`config.mk`:
```
export PLATFORM = sky130hd
export DESIGN_NAME = indexed_deque_store_core
export DESIGN_NICKNAME = d
export VERILOG_FILES = /design/src/rtl/ids_pkg.sv /design/src/rtl/ids_mod_unit.sv /design/src/rtl/ids_slot_ram.sv /design/src/rtl/indexed_deque_store_core.sv
export SDC_FILE = /design/constraint.sdc
export NUM_CORES = 1
export LEC_CHECK = 0
export BUFFER_PORTS_ARGS = -buffer_cell sky130_fd_sc_hd__buf_2
export CAP_MARGIN = 10
export CORE_MARGIN = 5
export CORE_UTILIZATION = 45
export DETAILED_ROUTE_END_ITERATION = 10
export GPL_ROUTABILITY_DRIVEN = 0
export PLACE_DENSITY_LB_ADDON = 0.15
export SYNTH_ARGS = -nofsm -noshare
export SYNTH_HDL_FRONTEND = slang
export SYNTH_SLANG_ARGS = --single-unit
export TNS_END_PERCENT = 5
```
`constraint.sdc`:
```
create_clock -name clk -period 9.29 [get_ports clk]
set_input_delay 1.858 -clock clk [delete_from_list [all_inputs] [get_ports clk]]
set_output_delay 1.858 -clock clk [all_outputs]
set_load 0.02 [all_outputs]
```
`src/rtl/ids_pkg.sv`:
```
// ----------------------------------------------------------------------------
// ids_pkg: shared types and constants of the indexed deque store.
// Holds operation and status codes, field widths and parameter defaults.
// ----------------------------------------------------------------------------
package ids_pkg;

  localparam int DEF_CAPACITY   = 16;
  localparam int DEF_WORD_WIDTH = 32;

  localparam int KIND_W    = 2;
  localparam int PAYLOAD_W = 32;
  localparam int POS_W     = 8;
  localparam int DATA_W    = 32;
  localparam int STATUS_W  = 2;
  localparam int COUNT_W   = 5;

  typedef enum logic [KIND_W-1:0] {
    OP_PUSH_FRONT = 2'd0,
    OP_PUSH_BACK  = 2'd1,
    OP_POP_FRONT  = 2'd2,
    OP_READ_AT    = 2'd3
  } kind_t;

  typedef enum logic [STATUS_W-1:0] {
    STAT_OK    = 2'd0,
    STAT_EMPTY = 2'd1,
    STAT_FULL  = 2'd2
  } status_t;

  typedef enum logic [1:0] {
    ST_IDLE,
    ST_DIV,
    ST_RESP
  } state_t;

endpackage

```
`src/rtl/ids_mod_unit.sv`:
```
// ----------------------------------------------------------------------------
// ids_mod_unit: restoring remainder unit for the read position.
// Produces dividend modulo divisor, one quotient bit per cycle, and pulses
// done in the cycle after the last step with the remainder held stable.
// ----------------------------------------------------------------------------
module ids_mod_unit
  import ids_pkg::*;
(
  input  logic             clk,
  input  logic             rst_n,
  input  logic             start,
  input  logic [POS_W-1:0] dividend,
  input  logic [POS_W-1:0] divisor,
  output logic             done,
  output logic [POS_W-1:0] remainder
);

  localparam int STEP_W = $clog2(POS_W);

  logic              run_r,  run_nxt;
  logic              done_r, done_nxt;
  logic [STEP_W-1:0] step_r, step_nxt;
  logic [POS_W-1:0]  rem_r,  rem_nxt;
  logic [POS_W-1:0]  dvd_r,  dvd_nxt;
  logic [POS_W-1:0]  dsr_r,  dsr_nxt;
  logic [POS_W:0]    shifted;

  assign shifted = {rem_r, dvd_r[POS_W-1]};

  always_comb begin
    run_nxt  = run_r;
    done_nxt = 1'b0;
    step_nxt = step_r;
    rem_nxt  = rem_r;
    dvd_nxt  = dvd_r;
    dsr_nxt  = dsr_r;
    if (start) begin
      run_nxt  = 1'b1;
      step_nxt = '0;
      rem_nxt  = '0;
      dvd_nxt  = dividend;
      dsr_nxt  = divisor;
    end else if (run_r) begin
      if (shifted >= {1'b0, dsr_r}) begin
        rem_nxt = POS_W'(shifted - {1'b0, dsr_r});
      end else begin
        rem_nxt = POS_W'(shifted);
      end
      dvd_nxt  = {dvd_r[POS_W-2:0], 1'b0};
      step_nxt = step_r + 1'b1;
      if (step_r == STEP_W'(POS_W - 1)) begin
        run_nxt  = 1'b0;
        done_nxt = 1'b1;
      end
    end
  end

  always_ff @(posedge clk) begin
    if (!rst_n) begin
      run_r  <= 1'b0;
      done_r <= 1'b0;
      step_r <= '0;
    end else begin
      run_r  <= run_nxt;
      done_r <= done_nxt;
      step_r <= step_nxt;
    end
    rem_r <= rem_nxt;
    dvd_r <= dvd_nxt;
    dsr_r <= dsr_nxt;
  end

  assign done      = done_r;
  assign remainder = rem_r;

endmodule

```
`src/rtl/ids_slot_ram.sv`:
```
// ----------------------------------------------------------------------------
// ids_slot_ram: slot memory of the deque ring.
// One write port and one read port with the read data registered.
// ----------------------------------------------------------------------------
module ids_slot_ram
  import ids_pkg::*;
#(
  parameter int DEPTH  = DEF_CAPACITY,
  parameter int WIDTH  = DEF_WORD_WIDTH,
  parameter int ADDR_W = $clog2(DEF_CAPACITY)
) (
  input  logic              clk,
  input  logic              we,
  input  logic [ADDR_W-1:0] waddr,
  input  logic [WIDTH-1:0]  wdata,
  input  logic              re,
  input  logic [ADDR_W-1:0] raddr,
  output logic [WIDTH-1:0]  rdata
);

  logic [WIDTH-1:0] mem [DEPTH];
  logic [WIDTH-1:0] rdata_r;

  always_ff @(posedge clk) begin
    if (we) begin
      mem[waddr] <= wdata;
    end
  end

  always_ff @(posedge clk) begin
    if (re) begin
      rdata_r <= mem[raddr];
    end
  end

  assign rdata = rdata_r;

endmodule

```
`src/rtl/indexed_deque_store_core.sv`:
```
// ----------------------------------------------------------------------------
// indexed_deque_store_core: bounded double-ended word store with indexed read.
//
// An item is taken when start is high and busy is low. Its kind selects push
// front, push back, pop front or read at a 1-based position; a position above
// the count wraps modulo the count, and zero selects the first entry. Every
// item gives one result on the out_ ports, marked by out_valid for exactly one
// cycle; the receiver cannot hold a result off, and the next item may be taken
// while a result is on the ports.
// Pushes and items that end as empty or full show their result in the cycle
// after acceptance and keep busy low, so one such item fits in every cycle.
// A pop or a read without wrap reads the slot memory, whose data is registered,
// and then registers the result on the out_ ports. A read whose position wraps
// first runs the bit-serial remainder unit and waits for its done strobe before
// it reads the slot memory.
// Reset clears the ring pointers and the count; slot contents are left as they
// are and never read before they are written.
// ----------------------------------------------------------------------------
module indexed_deque_store_core
  import ids_pkg::*;
#(
  parameter int CAPACITY   = DEF_CAPACITY,
  parameter int WORD_WIDTH = DEF_WORD_WIDTH
) (
  input  logic                 clk,
  input  logic                 rst_n,
  input  logic                 start,
  output logic                 busy,
  input  logic [KIND_W-1:0]    in_kind,
  input  logic [PAYLOAD_W-1:0] in_payload,
  input  logic [POS_W-1:0]     in_position,
  output logic                 out_valid,
  output logic [DATA_W-1:0]    out_data_out,
  output logic [STATUS_W-1:0]  out_status,
  output logic [COUNT_W-1:0]   out_entry_count
);

  localparam int IDX_W = $clog2(CAPACITY);
  localparam int CNT_W = $clog2(CAPACITY + 1);
  localparam int CMP_W = (CNT_W > POS_W) ? CNT_W : POS_W;
  localparam int SUM_W = (IDX_W + 1 > POS_W) ? IDX_W + 1 : POS_W + 1;

  state_t state_r, state_nxt;

  logic [IDX_W-1:0]    head_r,  head_nxt;
  logic [IDX_W-1:0]    tail_r,  tail_nxt;
  logic [CNT_W-1:0]    count_r, count_nxt;

  logic                out_valid_r,  out_valid_nxt;
  logic [DATA_W-1:0]   out_data_r,   out_data_nxt;
  status_t             out_status_r, out_status_nxt;
  logic [COUNT_W-1:0]  out_count_r,  out_count_nxt;

  logic                ram_we, ram_re;
  logic [IDX_W-1:0]    ram_waddr, ram_raddr;
  logic [WORD_WIDTH-1:0] ram_wdata, ram_rdata;

  logic                div_start, div_done;
  logic [POS_W-1:0]    div_rem;

  logic                accept, is_full, is_empty, need_div;
  kind_t               kind;
  logic [IDX_W-1:0]    head_inc, head_dec, tail_inc;

  function automatic logic [IDX_W-1:0] slot_at(input logic [IDX_W-1:0] base,
                                               input logic [POS_W-1:0] pos);
    logic [POS_W-1:0] off;
    logic [SUM_W-1:0] sum;
    off = (pos == '0) ? '0 : pos - 1'b1;
    sum = SUM_W'(base) + SUM_W'(off);
    if (sum >= SUM_W'(CAPACITY)) begin
      sum = sum - SUM_W'(CAPACITY);
    end
    return sum[IDX_W-1:0];
  endfunction

  assign accept   = start && (state_r == ST_IDLE);
  assign kind     = kind_t'(in_kind);
  assign is_full  = (count_r == CNT_W'(CAPACITY));
  assign is_empty = (count_r == '0);
  assign need_div = (CMP_W'(in_position) > CMP_W'(count_r));
  assign head_inc = (head_r == IDX_W'(CAPACITY - 1)) ? '0 : head_r + 1'b1;
  assign head_dec = (head_r == '0) ? IDX_W'(CAPACITY - 1) : head_r - 1'b1;
  assign tail_inc = (tail_r == IDX_W'(CAPACITY - 1)) ? '0 : tail_r + 1'b1;
  assign ram_wdata = WORD_WIDTH'(in_payload);

  always_comb begin
    state_nxt = state_r;
    unique case (state_r)
      ST_IDLE: begin
        if (accept && !is_empty) begin
          if (kind == OP_POP_FRONT) begin
            state_nxt = ST_RESP;
          end else if (kind == OP_READ_AT) begin
            state_nxt = need_div ? ST_DIV : ST_RESP;
          end
        end
      end
      ST_DIV: begin
        if (div_done) begin
          state_nxt = ST_RESP;
        end
      end
      ST_RESP: begin
        state_nxt = ST_IDLE;
      end
      default: begin
        state_nxt = ST_IDLE;
      end
    endcase
  end

  always_comb begin
    head_nxt       = head_r;
    tail_nxt       = tail_r;
    count_nxt      = count_r;
    out_valid_nxt  = 1'b0;
    out_data_nxt   = '0;
    out_status_nxt = STAT_OK;
    ram_we         = 1'b0;
    ram_re         = 1'b0;
    ram_waddr      = tail_r;
    ram_raddr      = head_r;
    div_start      = 1'b0;
    unique case (state_r)
      ST_IDLE: begin
        if (accept) begin
          case (kind) inside
            OP_PUSH_FRONT, OP_PUSH_BACK: begin
              out_valid_nxt = 1'b1;
              if (is_full) begin
                out_status_nxt = STAT_FULL;
              end else begin
                ram_we    = 1'b1;
                count_nxt = count_r + 1'b1;
                if (kind == OP_PUSH_FRONT) begin
                  ram_waddr = head_dec;
                  head_nxt  = head_dec;
                end else begin
                  tail_nxt  = tail_inc;
                end
              end
            end
            OP_POP_FRONT: begin
              if (is_empty) begin
                out_valid_nxt  = 1'b1;
                out_status_nxt = STAT_EMPTY;
              end else begin
                ram_re    = 1'b1;
                head_nxt  = head_inc;
                count_nxt = count_r - 1'b1;
              end
            end
            default: begin
              if (is_empty) begin
                out_valid_nxt  = 1'b1;
                out_status_nxt = STAT_EMPTY;
              end else if (need_div) begin
                div_start = 1'b1;
              end else begin
                ram_re    = 1'b1;
                ram_raddr = slot_at(head_r, in_position);
              end
            end
          endcase
        end
      end
      ST_DIV: begin
        if (div_done) begin
          ram_re    = 1'b1;
          ram_raddr = slot_at(head_r, div_rem);
        end
      end
      ST_RESP: begin
        out_valid_nxt = 1'b1;
        out_data_nxt  = DATA_W'(ram_rdata);
      end
      default: begin
        out_valid_nxt = 1'b0;
      end
    endcase
    out_count_nxt = COUNT_W'(count_nxt);
  end

  always_ff @(posedge clk) begin
    if (!rst_n) begin
      state_r     <= ST_IDLE;
      head_r      <= '0;
      tail_r      <= '0;
      count_r     <= '0;
      out_valid_r <= 1'b0;
    end else begin
      state_r     <= state_nxt;
      head_r      <= head_nxt;
      tail_r      <= tail_nxt;
      count_r     <= count_nxt;
      out_valid_r <= out_valid_nxt;
    end
    out_data_r   <= out_data_nxt;
    out_status_r <= out_status_nxt;
    out_count_r  <= out_count_nxt;
  end

  ids_mod_unit u_mod (
    .clk       (clk),
    .rst_n     (rst_n),
    .start     (div_start),
    .dividend  (in_position),
    .divisor   (POS_W'(count_r)),
    .done      (div_done),
    .remainder (div_rem)
  );

  ids_slot_ram #(
    .DEPTH  (CAPACITY),
    .WIDTH  (WORD_WIDTH),
    .ADDR_W (IDX_W)
  ) u_ram (
    .clk   (clk),
    .we    (ram_we),
    .waddr (ram_waddr),
    .wdata (ram_wdata),
    .re    (ram_re),
    .raddr (ram_raddr),
    .rdata (ram_rdata)
  );

  assign busy            = (state_r != ST_IDLE);
  assign out_valid       = out_valid_r;
  assign out_data_out    = out_data_r;
  assign out_status      = out_status_r;
  assign out_entry_count = out_count_r;

  logic [IDX_W:0] ring_gap;
  assign ring_gap = (tail_r >= head_r) ? {1'b0, tail_r} - {1'b0, head_r}
                                       : {1'b0, tail_r} + (IDX_W+1)'(CAPACITY)
                                         - {1'b0, head_r};

  a_count_bound: assert property (@(posedge clk) disable iff (!rst_n)
    count_r <= CNT_W'(CAPACITY))
    else $error("entry count above capacity");

  a_ring_span: assert property (@(posedge clk) disable iff (!rst_n)
    (count_r == CNT_W'(CAPACITY)) ? (ring_gap == '0)
                                  : (CNT_W'(ring_gap) == count_r))
    else $error("head, tail and count disagree");

  a_resp_strobe: assert property (@(posedge clk) disable iff (!rst_n)
    (state_r == ST_RESP) |=> out_valid)
    else $error("read result not presented");

  a_div_owner: assert property (@(posedge clk) disable iff (!rst_n)
    div_done |-> (state_r == ST_DIV))
    else $error("remainder done outside its wait state");

  a_no_rw_clash: assert property (@(posedge clk) disable iff (!rst_n)
    !(ram_we && ram_re))
    else $error("slot memory read and written together");

endmodule
```
Word level (Yosys, flattened, before mapping) --
Memory sizes are Yosys's and may differ from the RTL's. A register that Yosys moved wholly into a read port is not among the register bits. Index checks and enable logic that the tools add are counted.
Word-level totals: flip-flop bits (word level) 81, RAM bits 512, output and inout port bits 41, logic and storage cells 140, memories kept 1
Memories:
- u_ram.mem | depth 16, bits a word 32, rd ports 1, clocked after memory_dff 1, wr ports 1, RTL line ids_slot_ram.sv:21 | logic [WIDTH-1:0] mem [DEPTH];
Cells by class: $add $sub $neg 13, magnitude comparators 4, eq/ne operators 15, multiplexer cells 70, bitwise operators 4, reduce and logical (&&, ||, !) cells 19
Operators by type and width (count):
- $mux 4 | 21
- $mux 8 | 5
- $mux 5 | 6
- $mux 1 | 27
- $add 4x8->9 | 2
- $ge 9x5->1 const B | 2
- $logic_not 8->1 | 2
- $sub 8x1->8 const B | 2
- $mux 2 | 7
- $sub 4x1->4 const B | 3
- $ge 9x5->1 | 1
- $add 4x1->4 const B | 2
- $eq 4x4->1 const B | 2
- $gt 8x5->1 | 1
- $pmux 4 s2 | 1
- $sub 8x5->8 | 1
- $eq 2x2->1 const B | 3
- $ne 2x1->1 const B | 3
- $reduce_and 6->1 | 1
- $reduce_bool 2->1 | 3
- $add 5x1->5 const B | 1
- $eq 5x5->1 const B | 1
- $logic_not 5->1 | 1
- $reduce_and 5->1 | 1
- 17 further kinds | 26

Depth between registers and ports, before layout --
depth after elaboration 11, mapped depth 17, mapped depth without buffers 14

Hierarchy --
From an unflattened synthesis, not the netlist that was laid out.
Second synthesis, totals: cells, all modules 1295, area total of the unflattened synthesis 24606.1 µm²
Modules (own cells, without submodules):
- ids_slot_ram | times used 1, cells each 838, area each 20155.6 µm²
- indexed_deque_store_core | times used 1, cells each 303, area each 2777.7 µm²
- ids_mod_unit | times used 1, cells each 154, area each 1672.9 µm²

Worst setup path before layout --
No wires, ideal clock.
path type in2reg, start point input port in_kind[1], end point memory u_ram.mem[8][0] in the netlist's numbering, enable pin, library setup time 0.421 ns, data arrival time 4.518 ns, required time 8.869 ns, slack 4.351 ns, stages 7, path buffers 0, cells stage by stage inv_1 -> o21ai_0 -> or2_2 -> nor2_1 -> mux2i_1 -> nand2_1 -> nor2_1
Between the ends: cells in the longest elaborated chain, start to end 7, elaborated cells on any way between the ends 13
RTL lines:
- start: declaration | RTL line indexed_deque_store_core.sv:29 | input logic [KIND_W-1:0] in_kind,
- $eq 2x1->1 (no source line) / $logic_not 2->1 (equally long branches)
- $reduce_or 2->1 | RTL line indexed_deque_store_core.sv:128 | case (kind) inside
- $mux 1 | RTL line indexed_deque_store_core.sv:128
- $mux 1 | RTL line indexed_deque_store_core.sv:127 | if (accept) begin
- $mux 1 | RTL line indexed_deque_store_core.sv:125 | unique case (state_r)
- $mux 1 | RTL line ids_slot_ram.sv:25 | if (we) begin
- $mux 1 (not written as such) | RTL line ids_slot_ram.sv:26 | mem[waddr] <= wdata;
- end: declaration | RTL line ids_slot_ram.sv:21
Parallel ways exist; a longest one is shown, timed or not.

Worst setup path in the final report --
start point input port in_position[7], end point register u_ram.rdata_r[15] (netlist: u_ram.rdata[15]), read port of u_ram.mem, data pin
Between the ends: cells in the longest elaborated chain, start to end 11, elaborated cells on any way between the ends 20
RTL lines:
- start: declaration | RTL line indexed_deque_store_core.sv:31 | input logic [POS_W-1:0] in_position,
- $sub 8x1->8 / $logic_not 8->1 (equally long branches) | RTL line indexed_deque_store_core.sv:69 | off = (pos == '0) ? '0 : pos - 1'b1;
- $mux 8 | RTL line indexed_deque_store_core.sv:69
- $add 4x8->9 | RTL line indexed_deque_store_core.sv:70 | sum = SUM_W'(base) + SUM_W'(off);
- $ge 9x5->1 / $sub 4x1->4 (equally long branches) | RTL line indexed_deque_store_core.sv:71, indexed_deque_store_core.sv:72
- $mux 4 | RTL line indexed_deque_store_core.sv:71 | if (sum >= SUM_W'(CAPACITY)) begin
- $mux 4 | RTL line indexed_deque_store_core.sv:158 | end else if (need_div) begin
- $mux 4 | RTL line indexed_deque_store_core.sv:155 | if (is_empty) begin
- $mux 4 (2 in series) | RTL line indexed_deque_store_core.sv:128
- $mux 4 | RTL line indexed_deque_store_core.sv:127
- $pmux 4 s2 | RTL line indexed_deque_store_core.sv:125
- end: declaration | RTL line ids_slot_ram.sv:22 | logic [WIDTH-1:0] rdata_r;
Parallel ways exist; a longest one is shown, timed or not. A chain may end at the register's enable or synchronous reset.

==> qor.txt <==
Status: finished, final reports clean
Final net count: 1842
Largest net degree at the start of global routing: 193
Final setup fails: 0
H-tree lvl count: 3
Class of the worst hold path: register to register
Ports: 86
Hold Buf Count CTS: 0
Wire per inst: 22.81 um
Synth Instances: 1682
Clock slew at reported path FFs: 60 ps
CTS Buf Count: 67
First drt pass iteration count: 5
Clk buf depth: 3
# resized after CTS: 0
Global-route wire length before repair: 88.08 mm
CTS sink cnt: 625
Ys flop type: edfxtp_1
Area Overhead vs Synth: 13.46%
Avg Inst Size Synth: 14.89 um2
Area leader, netlist: edfxtp_1
Crit-path slowest cell: nand2_2
Row count: 86
Layout cells sized above 1: 0.1385
DRC: 0
Final Max Slew Viols: 0
Reg2Reg Setup Slack: 4550 ps
RSZ-0062 raised after global routing: false
Critical path peak fanout: 32
Final period util: 0.5921
Startpoint Class: input port
Clock Latency Late Sink: 600 ps
DP Wirelength: 28.76 mm
Endpoints failing hold: 0
Total chip power: 6.387 mW
Yosys warnings: 0
Share of Yosys cell area claimed by the top area cell type: 0.6677
EDFF count, synth: 557
Vias in the first global route: 14240
CTS tree: yes
CP peak stage delay: 820 ps
Worst setup path class: input port to register
Die width: 245.9 um
Clock root buffer: clkbuf_16
Pwr/cell area: 224.8 nW/um2
Port Buffer Count: 85
Vias per inst: 5.536
Antenna violations before repair: 4
CP dominant cell by count: xnor2_1
All-Layer GR Usage: 0.1925
Grt ovf: 0
Leak Pwr: 10.70 nW
Routed WL: 58.61 mm
Max VDD drop: 0.1143 mV
CP required: 9710 ps
Setup TNS: 0 ps
Setup repair bufs after CTS: 0
Worst Tran Pin Value: 1152 ps
Die area: 60480 um2
Starting density of the core: 0.4547
Syn Nets: 1757
Crit path cell chain: buf_2 > or3_1 > nor4_2 > nor2_1 > ha_1 > a21o_1 > a21oi_1 > xnor2_1 > a32oi_1 > xnor2_1 > nand2_2 > a221o_1 > o211ai_1
Headroom to the max-slew limit: 0.2293
Clock skew: 23.04 ps
Max frequency: 0.1818 GHz
Worst setup EP type: register
Ys async rst share: 0
Max Cap Viol: 0
Register area share after synthesis: 0.7221
Minimum clock period: 5501 ps
Initial DRC Count: 1188
Core Box Area: 55090 um2
Synth Register Bits: 625
Crit path DAT: 5920 ps
Synth top area cells: edfxtp_1, mux2i_1, dfxtp_1, nand2_1, a21oi_1
Yosys cell types: 56
Vias: 14220
DIE HEIGHT: 245.9 um
Post-route ant nets: 0
Post-Syn Area: 25050 um2
final cells by class:
cell class              instances  area, um2
diodes                          1      2.502
clock buffers                  86       1810
clock inverters                36      321.6
fillers                      4617      26670
inverters                      24      90.09
multi-input cells             937       6506
flip-flops and latches        625      18090
well taps                     748      935.9
repair buffers                112      665.6
critical path, delay by kind of cell:
family                     cells  cell delay (ps)
adders and majority gates      1              290
buffers and inverters          1              110
AOI/OAI and AO/OA              5             1120
xor gates and xnor gates       2              730
and+or+nand+nor                4             1760
cells in the mapped netlist (all sizes together), types with 6 or more instances:
cell and count:
inv 24, clkbuf 40, a22o 32, nor2 46, o211ai 34, mux2 11, edfxtp 557, dfxtp 68
nor3 8, nand2 223, nand2b 9, a21oi 86, nor2b 12, mux2i 172, and2 39, xor2 6
a221o 32, nand3 75, xnor2 11, ha 27, a32oi 33, a211oi 13, buf 56, o21ai 20
cells in the final DEF, fill, tap and decap left out, types with 6 or more instances in the layout:
cell and instances:
edfxtp_1 557, and2_1 38, o211ai_1 34, nand3_1 74
clkbuf_16 69, clkinv_1 13, clkbuf_1 15, nand2b_1 9
nor2_1 27, buf_4 24, buf_2 85, a211oi_1 12
a21oi_1 86, nand2_1 219, nor2_4 18, clkinv_2 12
mux2i_1 172, o21ai_0 20, xor2_1 6, mux2_2 10
a32oi_1 33, ha_1 27, a221o_1 32, nor3_1 8
a22o_1 32, nor2b_1 11, dfxtp_1 68, inv_1 24
xnor2_1 11
report_power, final:
part           switching (mW)  total (mW)  internal, mW
Sequential             0.0407        3.16          3.12
Combinational           0.392       0.637         0.245
Clock                    1.06        2.59          1.52
Total                    1.49        6.39          4.89
cells by family (layout without fill, tap and decap cells):
logic type,count (synthesis),count (layout),synth area share
AOI/OAI and AO/OA,275,275,0.07882
xor gates and xnor gates,17,17,0.005944
adders and majority gates,30,30,0.01588
buffers and inverters,120,258,0.02522
DFF,625,625,0.7221
muxes,183,183,0.07383
other,0,1,0
and+or+nand+nor,432,432,0.07822
routing by layer:
| metal | vias up | share of wire | GRT usage |
|---|---|---|---|
| met5 | - | 0.00055 | 0 |
| met1 | 7139 | 0.44 | 0.2607 |
| met4 | 6 | 0.022 | 0.06236 |
| li1 | 6581 | - | - |
| met2 | 395 | 0.48 | 0.3162 |
| met3 | 100 | 0.057 | 0.03750 |
path summary, 6_finish.rpt:
check / startpoint / endpoint / cells past startpoint
hold / removal: u_ram.rdata[14]$_DFFE_PP_ / out_data_out[14]$_SDFF_PN0_ / 1
setup reg to reg: u_mod.remainder[4]$_SDFFE_PP0P_ / u_ram.rdata[15]$_DFFE_PP_ / 14
hold reg to reg: u_ram.rdata[14]$_DFFE_PP_ / out_data_out[14]$_SDFF_PN0_ / 1
setup / recovery: in_position[7] / u_ram.rdata[15]$_DFFE_PP_ / 13
through the flow:
stage / utilization / hold WS, ps / worst slack [ps] / instance area [um2] / instances
after detailed placement: 0.4771 / 452.2 / 3212 / 26290 / 2446
final: 0.5159 / 461.0 / 3789 / 28420 / 2569
after global routing: 0.5158 / 473.4 / 3484 / 28420 / 2568
after CTS: 0.5158 / 468.3 / 3806 / 28420 / 2568
after floorplan: - / 420.3 / 4351 / 25050 / 1682
after global placement: 0.4771 / 454.8 / 3299 / 26290 / 2446
state kept, by name, summed over array words and instances, names as in the netlist:
name / flops
state_r: 2
u_mod.done: 1
u_mod.remainder: 8
head_r: 4
u_mod.dsr_r: 5
out_status: 2
u_ram.rdata: 32
out_entry_count: 5
out_valid: 1
u_mod.step_r: 3
u_ram.mem: 512
out_data_out: 32
u_mod.dvd_r: 8
count_r: 5
u_mod.run_r: 1
tail_r: 4
Note: power is estimated with default switching activity, not from simulation.
